===== config.mk =====
export PLATFORM = sky130hd
export DESIGN_NAME = irc_control_code_stripper_top
export DESIGN_NICKNAME = d
export VERILOG_FILES = /design/src/rtl/core/ircs_pkg.sv /design/src/rtl/core/ircs_filter.sv /design/src/rtl/core/ircs_out_reg.sv /design/src/rtl/core/irc_control_code_stripper_top.sv
export SDC_FILE = /design/constraint.sdc
export NUM_CORES = 1
export LEC_CHECK = 0
export BUFFER_PORTS_ARGS = -buffer_cell sky130_fd_sc_hd__buf_2
export CELL_PAD_IN_SITES_DETAIL_PLACEMENT = 1
export CELL_PAD_IN_SITES_GLOBAL_PLACEMENT = 2
export CORE_MARGIN = 3
export CORE_UTILIZATION = 33
export CTS_CLUSTER_DIAMETER = 120
export CTS_CLUSTER_SIZE = 40
export DETAILED_ROUTE_END_ITERATION = 16
export PLACE_DENSITY = 0.76
export SYNTH_ARGS = -nofsm -noshare
export SYNTH_HDL_FRONTEND = slang
export SYNTH_SLANG_ARGS = --single-unit

===== constraint.sdc =====
create_clock -name clk -period 2.2 [get_ports clk]
set_clock_uncertainty 0.05 [all_clocks]
set_input_delay 0.22 -clock clk [delete_from_list [all_inputs] [get_ports clk]]
set_output_delay 0.22 -clock clk [all_outputs]
set_load 0.02 [all_outputs]

===== src/rtl/core/ircs_pkg.sv =====
`default_nettype none
// ----------------------------------------------------------------------------
// ircs_pkg
// Shared types, byte codes and helpers for the formatting code stripper.
// ----------------------------------------------------------------------------
package ircs_pkg;

	// Byte codes that matter to the filter
	localparam logic [7:0] BYTE_COLOUR = 8'd3;
	localparam logic [7:0] BYTE_COMMA  = 8'h2C;
	localparam logic [7:0] BYTE_SPACE  = 8'd32;
	localparam logic [7:0] BYTE_HIGH   = 8'd128;

	// Reset value of the keep-high-bytes mode register
	localparam logic KEEP_HIGH_RESET = 1'b0;

	// Position inside a colour code
	typedef enum logic [2:0] {
		PH_NORMAL      = 3'd0,
		PH_AFTER_C     = 3'd1,
		PH_ONE_DIGIT   = 3'd2,
		PH_TWO_DIGITS  = 3'd3,
		PH_AFTER_COMMA = 3'd4,
		PH_BG_DIGIT    = 3'd5
	} ircs_phase_t;

	// One result item on its way to the output register
	typedef struct packed {
		logic       valid;
		logic [7:0] data;
		logic       has_byte;
		logic       eos;
	} ircs_result_t;

	// Decimal digit test
	function automatic logic is_digit(input logic [7:0] b);
		return b inside {[8'h30:8'h39]};
	endfunction

endpackage
`default_nettype wire


===== src/rtl/core/ircs_filter.sv =====
`default_nettype none
// ----------------------------------------------------------------------------
// ircs_filter
// Colour phase register and the byte classifier. Builds the result for the
// item held in the input register and moves the phase when it advances.
// ----------------------------------------------------------------------------
module ircs_filter (
	input  wire                   clk,
	input  wire                   arst_n,
	input  wire                   adv,
	input  wire  [7:0]            byte_s1,
	input  wire                   last_s1,
	input  wire                   keep_high,
	output ircs_pkg::ircs_result_t res
);
	import ircs_pkg::*;

	ircs_phase_t phase_q;
	ircs_phase_t phase_next;
	ircs_phase_t normal_next;
	logic        swallowed;
	logic        normal_kept;
	logic        kept;

	// Judgement of the byte as plain text
	always_comb begin
		normal_next = PH_NORMAL;
		normal_kept = 1'b1;
		if (byte_s1 == BYTE_COLOUR) begin
			normal_next = PH_AFTER_C;
			normal_kept = 1'b0;
		end else if (byte_s1 < BYTE_SPACE) begin
			normal_kept = 1'b0;
		end else if (byte_s1 >= BYTE_HIGH) begin
			normal_kept = keep_high;
		end
	end

	// Colour code tracking
	always_comb begin
		phase_next = PH_NORMAL;
		swallowed  = 1'b0;
		case (phase_q)
			PH_AFTER_C: begin
				if (is_digit(byte_s1)) begin
					phase_next = PH_ONE_DIGIT;
					swallowed  = 1'b1;
				end
			end
			PH_ONE_DIGIT: begin
				if (is_digit(byte_s1)) begin
					phase_next = PH_TWO_DIGITS;
					swallowed  = 1'b1;
				end else if (byte_s1 == BYTE_COMMA) begin
					phase_next = PH_AFTER_COMMA;
					swallowed  = 1'b1;
				end
			end
			PH_TWO_DIGITS: begin
				if (byte_s1 == BYTE_COMMA) begin
					phase_next = PH_AFTER_COMMA;
					swallowed  = 1'b1;
				end
			end
			PH_AFTER_COMMA: begin
				if (is_digit(byte_s1)) begin
					phase_next = PH_BG_DIGIT;
					swallowed  = 1'b1;
				end
			end
			PH_BG_DIGIT: begin
				if (is_digit(byte_s1)) begin
					phase_next = PH_NORMAL;
					swallowed  = 1'b1;
				end
			end
			default: begin
				phase_next = PH_NORMAL;
			end
		endcase
		// a byte that breaks the code is judged as plain text
		if (!swallowed) begin
			phase_next = normal_next;
		end
	end

	assign kept = !swallowed && normal_kept;

	// Result for the item in the input register
	always_comb begin
		res.valid    = kept || last_s1;
		res.data     = kept ? byte_s1 : 8'd0;
		res.has_byte = kept;
		res.eos      = last_s1;
	end

	// Phase register; the end of a string returns to plain text
	always_ff @(posedge clk or negedge arst_n) begin
		if (!arst_n) begin
			phase_q <= PH_NORMAL;
		end else if (adv) begin
			phase_q <= last_s1 ? PH_NORMAL : phase_next;
		end
	end

`ifndef SYNTH
	a_last_resets_phase: assert property (@(posedge clk) disable iff (!arst_n)
		adv && last_s1 |=> phase_q == PH_NORMAL)
		else $error("colour phase survived the end of a string");

	a_high_dropped: assert property (@(posedge clk) disable iff (!arst_n)
		adv && !keep_high && byte_s1[7] |-> !res.has_byte)
		else $error("high byte kept while mode drops it");
`endif

endmodule
`default_nettype wire


===== src/rtl/core/ircs_out_reg.sv =====
`default_nettype none
// ----------------------------------------------------------------------------
// ircs_out_reg
// Result register. Holds one result item until the sink takes it and tells
// the input side whether a new result can be loaded.
// ----------------------------------------------------------------------------
module ircs_out_reg (
	input  wire                   clk,
	input  wire                   arst_n,
	input  wire                   load,
	input  wire ircs_pkg::ircs_result_t res,
	input  wire                   out_stall,
	output logic                  room,
	output logic                  out_valid,
	output logic [7:0]            out_byte,
	output logic                  has_byte,
	output logic                  end_of_string
);
	import ircs_pkg::*;

	logic       valid_q;
	logic [7:0] data_q;
	logic       has_byte_q;
	logic       eos_q;

	// Free, or emptied in this cycle
	assign room = !valid_q || !out_stall;

	// Control
	always_ff @(posedge clk or negedge arst_n) begin
		if (!arst_n) begin
			valid_q <= 1'b0;
		end else if (room) begin
			valid_q <= load;
		end
	end

	// Payload
	always_ff @(posedge clk) begin
		if (room && load) begin
			data_q     <= res.data;
			has_byte_q <= res.has_byte;
			eos_q      <= res.eos;
		end
	end

	assign out_valid     = valid_q;
	assign out_byte      = data_q;
	assign has_byte      = has_byte_q;
	assign end_of_string = eos_q;

endmodule
`default_nettype wire


===== src/rtl/core/irc_control_code_stripper_top.sv =====
`default_nettype none
// ----------------------------------------------------------------------------
// irc_control_code_stripper_top
// Removes chat formatting codes from a text byte stream.
// ----------------------------------------------------------------------------
// Takes one byte item per cycle and gives at most one result item for it:
// the byte is held in an input register, judged against the colour phase
// register, and the result lands in an output register. A result comes for
// a kept byte, or for the last byte of a string (end_of_string set, has_byte
// clear if the byte was dropped). The sustained rate is one item per cycle
// while the sink takes results; stall on the output pushes straight back to
// in_stall through the output register. The user must write keep_high_bytes
// through cfg_valid/cfg_data only while idle; the block does not enforce it.
module irc_control_code_stripper_top (
	input  wire        clk,
	input  wire        arst_n,
	input  wire        in_valid,
	output logic       in_stall,
	input  wire  [7:0] in_byte,
	input  wire        in_last,
	output logic       out_valid,
	input  wire        out_stall,
	output logic [7:0] out_byte,
	output logic       has_byte,
	output logic       end_of_string,
	input  wire        cfg_valid,
	output logic       cfg_ready,
	input  wire        cfg_data
);
	import ircs_pkg::*;

	logic         keep_q;
	logic         valid_s1;
	logic [7:0]   byte_s1;
	logic         last_s1;
	logic         room;
	logic         adv;
	logic         accept;
	ircs_result_t res;

	// Mode register
	assign cfg_ready = 1'b1;
	always_ff @(posedge clk or negedge arst_n) begin
		if (!arst_n) begin
			keep_q <= KEEP_HIGH_RESET;
		end else if (cfg_valid && cfg_ready) begin
			keep_q <= cfg_data;
		end
	end

	// Handshake: the input register moves on when the output has room
	assign adv      = valid_s1 && room;
	assign in_stall = valid_s1 && !room;
	assign accept   = in_valid && !in_stall;

	// Input register
	always_ff @(posedge clk or negedge arst_n) begin
		if (!arst_n) begin
			valid_s1 <= 1'b0;
		end else if (accept) begin
			valid_s1 <= 1'b1;
		end else if (adv) begin
			valid_s1 <= 1'b0;
		end
	end

	always_ff @(posedge clk) begin
		if (accept) begin
			byte_s1 <= in_byte;
			last_s1 <= in_last;
		end
	end

	ircs_filter u_filter (
		.clk       (clk),
		.arst_n    (arst_n),
		.adv       (adv),
		.byte_s1   (byte_s1),
		.last_s1   (last_s1),
		.keep_high (keep_q),
		.res       (res)
	);

	ircs_out_reg u_out (
		.clk           (clk),
		.arst_n        (arst_n),
		.load          (adv && res.valid),
		.res           (res),
		.out_stall     (out_stall),
		.room          (room),
		.out_valid     (out_valid),
		.out_byte      (out_byte),
		.has_byte      (has_byte),
		.end_of_string (end_of_string)
	);

`ifndef SYNTH
	a_result_has_reason: assert property (@(posedge clk) disable iff (!arst_n)
		out_valid |-> has_byte || end_of_string)
		else $error("result with neither byte nor end mark");

	a_empty_byte_zero: assert property (@(posedge clk) disable iff (!arst_n)
		out_valid && !has_byte |-> out_byte == 8'd0)
		else $error("dropped byte leaked onto out_byte");

	a_stall_only_when_full: assert property (@(posedge clk) disable iff (!arst_n)
		in_stall |-> valid_s1 && out_valid && out_stall)
		else $error("input stalled without a blocked result");
`endif

endmodule
`default_nettype wire


==> results.md <==
* Max stage delay on crit path at 470 ps
* Top post-synthesis cells by count: edfxtp_1 (19), and2_1 (10), dfrtp_1 (6)
* Number of buffers created by CTS at 3
* Mapped cell area at 1040 µm²
* WP data required at 2230 ps
* Worst r2r src: byte_s1[7]
* Placement Cell Area at 1220 µm²
* GRT Residual Overflow at 0
* Register area share after synthesis at 69.0%
* Clk root buf: clkbuf_4
* Static Leak at 0.523 nW
* Hold path startpoint: in_byte[4]
* Peak supply drop at 363 µV
* Count leader, synth: edfxtp_1
* Vias in the first global route at 736
* Top Ports at 28
* ANT nets after route at 0
* Rows at 19
* Tightest hold margin at 6.68 ps
* Final Cell Area at 1320 µm²
* Final hold violations at 0
* GRT Overall Usage at 11.2%
* Pint at 0.000678 W
* Clk pwr share at 23.5%
* Synth area leaders: edfxtp_1 (55%), dfrtp_1 (14%), and2_1 (6.0%), a22o_1 (2.5%), o41ai_1 (1.7%)
* Sw Share at 26.5%
* First-pass DRT Iterations at 4
* Final setup violating endpoints at 0
* FF+latch area at 721 µm²
* Primary FF master, synth: edfxtp_1
* Final-report max-slew violation count at 0
* Share of cells above drive strength 1 at 32.1%
* Worst Hold Path EP: byte_s1[4]
* WP buf/inv at 0
* Worst endpoint data arrival time at 1950 ps
* # nets final at 125
* Final Non-Filler Cells at 151
* CORE AREA at 2880 µm²
* Yosys reg bits at 25
* Total power divided by cell area at 697 nW/µm²
* Synthesized instance count at 73
* Max Fclk at 522 MHz
* CP Launch Point: byte_s1[7]
* Hold Crit Depth at 1
* Skew-Pair Late Insertion Delay at 330 ps
* CTS H-tree lvls at 1
* Critical R2R Capture: u_out.end_of_string
* Reg2Reg Setup Slack at 290 ps
* Die footprint at 3880 µm²
* Setup TNS at 0 ps
* Routability cong. at 0.732
* Pin count of the biggest net entering global routing at 16
* Power share of the combinational group at 14.2%
* CTS Sinks at 25
* Yosys warning total at 0
* First-pass GRT wire length at 3420 µm
* Die Height at 62.3 µm
* Ys async rst share at 24.0%
* Tmin final at 1910 ps
* Fin crit share at 87.0%
* R2R cell count at 4
* Area Overhead vs Synth at 26.7%
* Multi-input logic area at 305 µm²
* DR WL/cell at 13.5 µm
* Antenna violations before repair at 0
* Yosys cell types at 29
* Worst path slowest cell: edfxtp_1
* CTS tree: built
* Deepest clock path buffer count at 2
* Post-synth EDFFs at 19
* Min-Delay Path Class: input port to flop
* CP cell instances: or3_1 -> nor4_2 -> o31ai_1 -> and2_2
* Synth top area share at 54.6%
* Number of buffers added on ports at 26
* DRT Wirelength at 2040 µm
* Sw power at 0.000244 W
* Avg Vias per Cell at 4.68
* Detailed placer's ending HPWL at 1620 µm
* Ant diodes at 0
* Synth area leader: edfxtp_1
* Worst Path Max Fanout at 10
* Crit end category: flop
* Reg power frac at 62.3%
* Mean post-synth cell area at 14.3 µm²
* Dpl cells at 140
* Final core utilization at 46.0%
* Initial DRC Count at 17
* Remaining DRCs at 0
* Post-Syn Nets at 88
* WS Path Type: flop to flop
* Via Count at 706
* RSZ-0062 raised after global routing: false
* Starting density of the core at 36.3%
* Worst setup SP type: flop
* Status: finished clean
* Top delay family on crit path: simple AND/OR/NAND/NOR gates
* Die width at 62.3 µm
* Maxcap violations at 0
* Fill cells at 315
* CTS clock-pin slew for the worst setup and hold paths at 150 ps
power groups by stage:
stage	combinational, W	sequential, W	clock (W)
after floorplan	0.0000511	0.000607	0
after CTS	0.000127	0.000575	0.000219
final	0.000131	0.000574	0.000217
after global placement	0.000119	0.000585	0
after global routing	0.000145	0.000580	0.000241
after detailed placement	0.000122	0.000586	0
routing by layer:
layer | vias to the layer above | GRT usage [%] | wire length, µm
li1 | 345 | - | -
met3 | 5 | 2.52 | 152
met5 | - | 0 | 0
met4 | 0 | 4.96 | 36
met1 | 325 | 13.6 | 867
met2 | 31 | 19.0 | 986
worst max-delay path by stage:
stage / cells past startpoint / slack, ps / to
after floorplan: 5 / 370 / u_out.end_of_string
after global placement: 4 / 270 / u_out.out_byte[4]
after detailed placement: 4 / 200 / u_out.out_byte[0]
after CTS: 4 / 180 / u_out.end_of_string
after global routing: 4 / 110 / u_out.out_byte[7]
final: 4 / 290 / u_out.end_of_string
sequential cells by signal (all words and copies together), names as in the netlist:
register,flops
byte_s1,8
u_out.out_byte,8
u_filter.phase_q,3
keep_q,1
last_s1,1
u_out.end_of_string,1
u_out.has_byte,1
u_out.out_valid,1
valid_s1,1
through the flow:
step                      total power [W]  setup WS (ps)
after CTS                        0.000922            175
final                            0.000922            285
after detailed placement         0.000708            195
after global routing             0.000965            111
after global placement           0.000704            269
after floorplan                  0.000658            370
cells in the final DEF (no fill, tap or decap), drive strengths merged:
cell type	instances
a21bo	1
a21boi	1
a22o	3
and2	10
and4b	1
buf	27
clkbuf	3
clkinvlp	1
conb	1
dfrtp	6
dlygate4sd3	7
edfxtp	19
inv	2
mux2	1
mux2i	1
nand2	4
nand2b	1
nand3	1
nand4bb	1
nor2	3
nor3	2
nor4	1
nor4bb	1
o21ai	2
o31ai	2
o32ai	1
o41ai	2
or2b	1
or3	1
or4	1
xnor2	1
worst reg2reg max path: stages, from the launching register on:
cell and delay, ps:
edfxtp_1 470, or3_1 420, nor4_2 300, o31ai_1 120
and2_2 300
repair_timing:
item	in CTS	in global routing
hold buffers	3	4
gates resized for setup	0	1
endpoints found under the hold margin	8	4
buffers inserted	0	0
endpoints found under the setup margin	0	10
final cells by class:
type,count,share of cell area (%)
flip-flops and latches,25,54.4
multi-input cells,44,23.1
repair buffers,34,15.7
well taps,42,3.97
clock buffers,3,1.70
clock inverters,1,0.567
inverters,2,0.567
cell families (layout without fill, tap and decap cells):
| family | Yosys count | count (layout) | synth area share (%) |
|---|---|---|---|
| flops | 25 | 25 | 69.0 |
| xor+xnor | 1 | 1 | 0.838 |
| other cells | 1 | 1 | 0.359 |
| mux | 2 | 2 | 2.04 |
| compound gates | 12 | 12 | 9.10 |
| buf+inv | 4 | 40 | 1.92 |
| simple gates | 28 | 28 | 16.8 |
(Power assumes the default switching activity.)
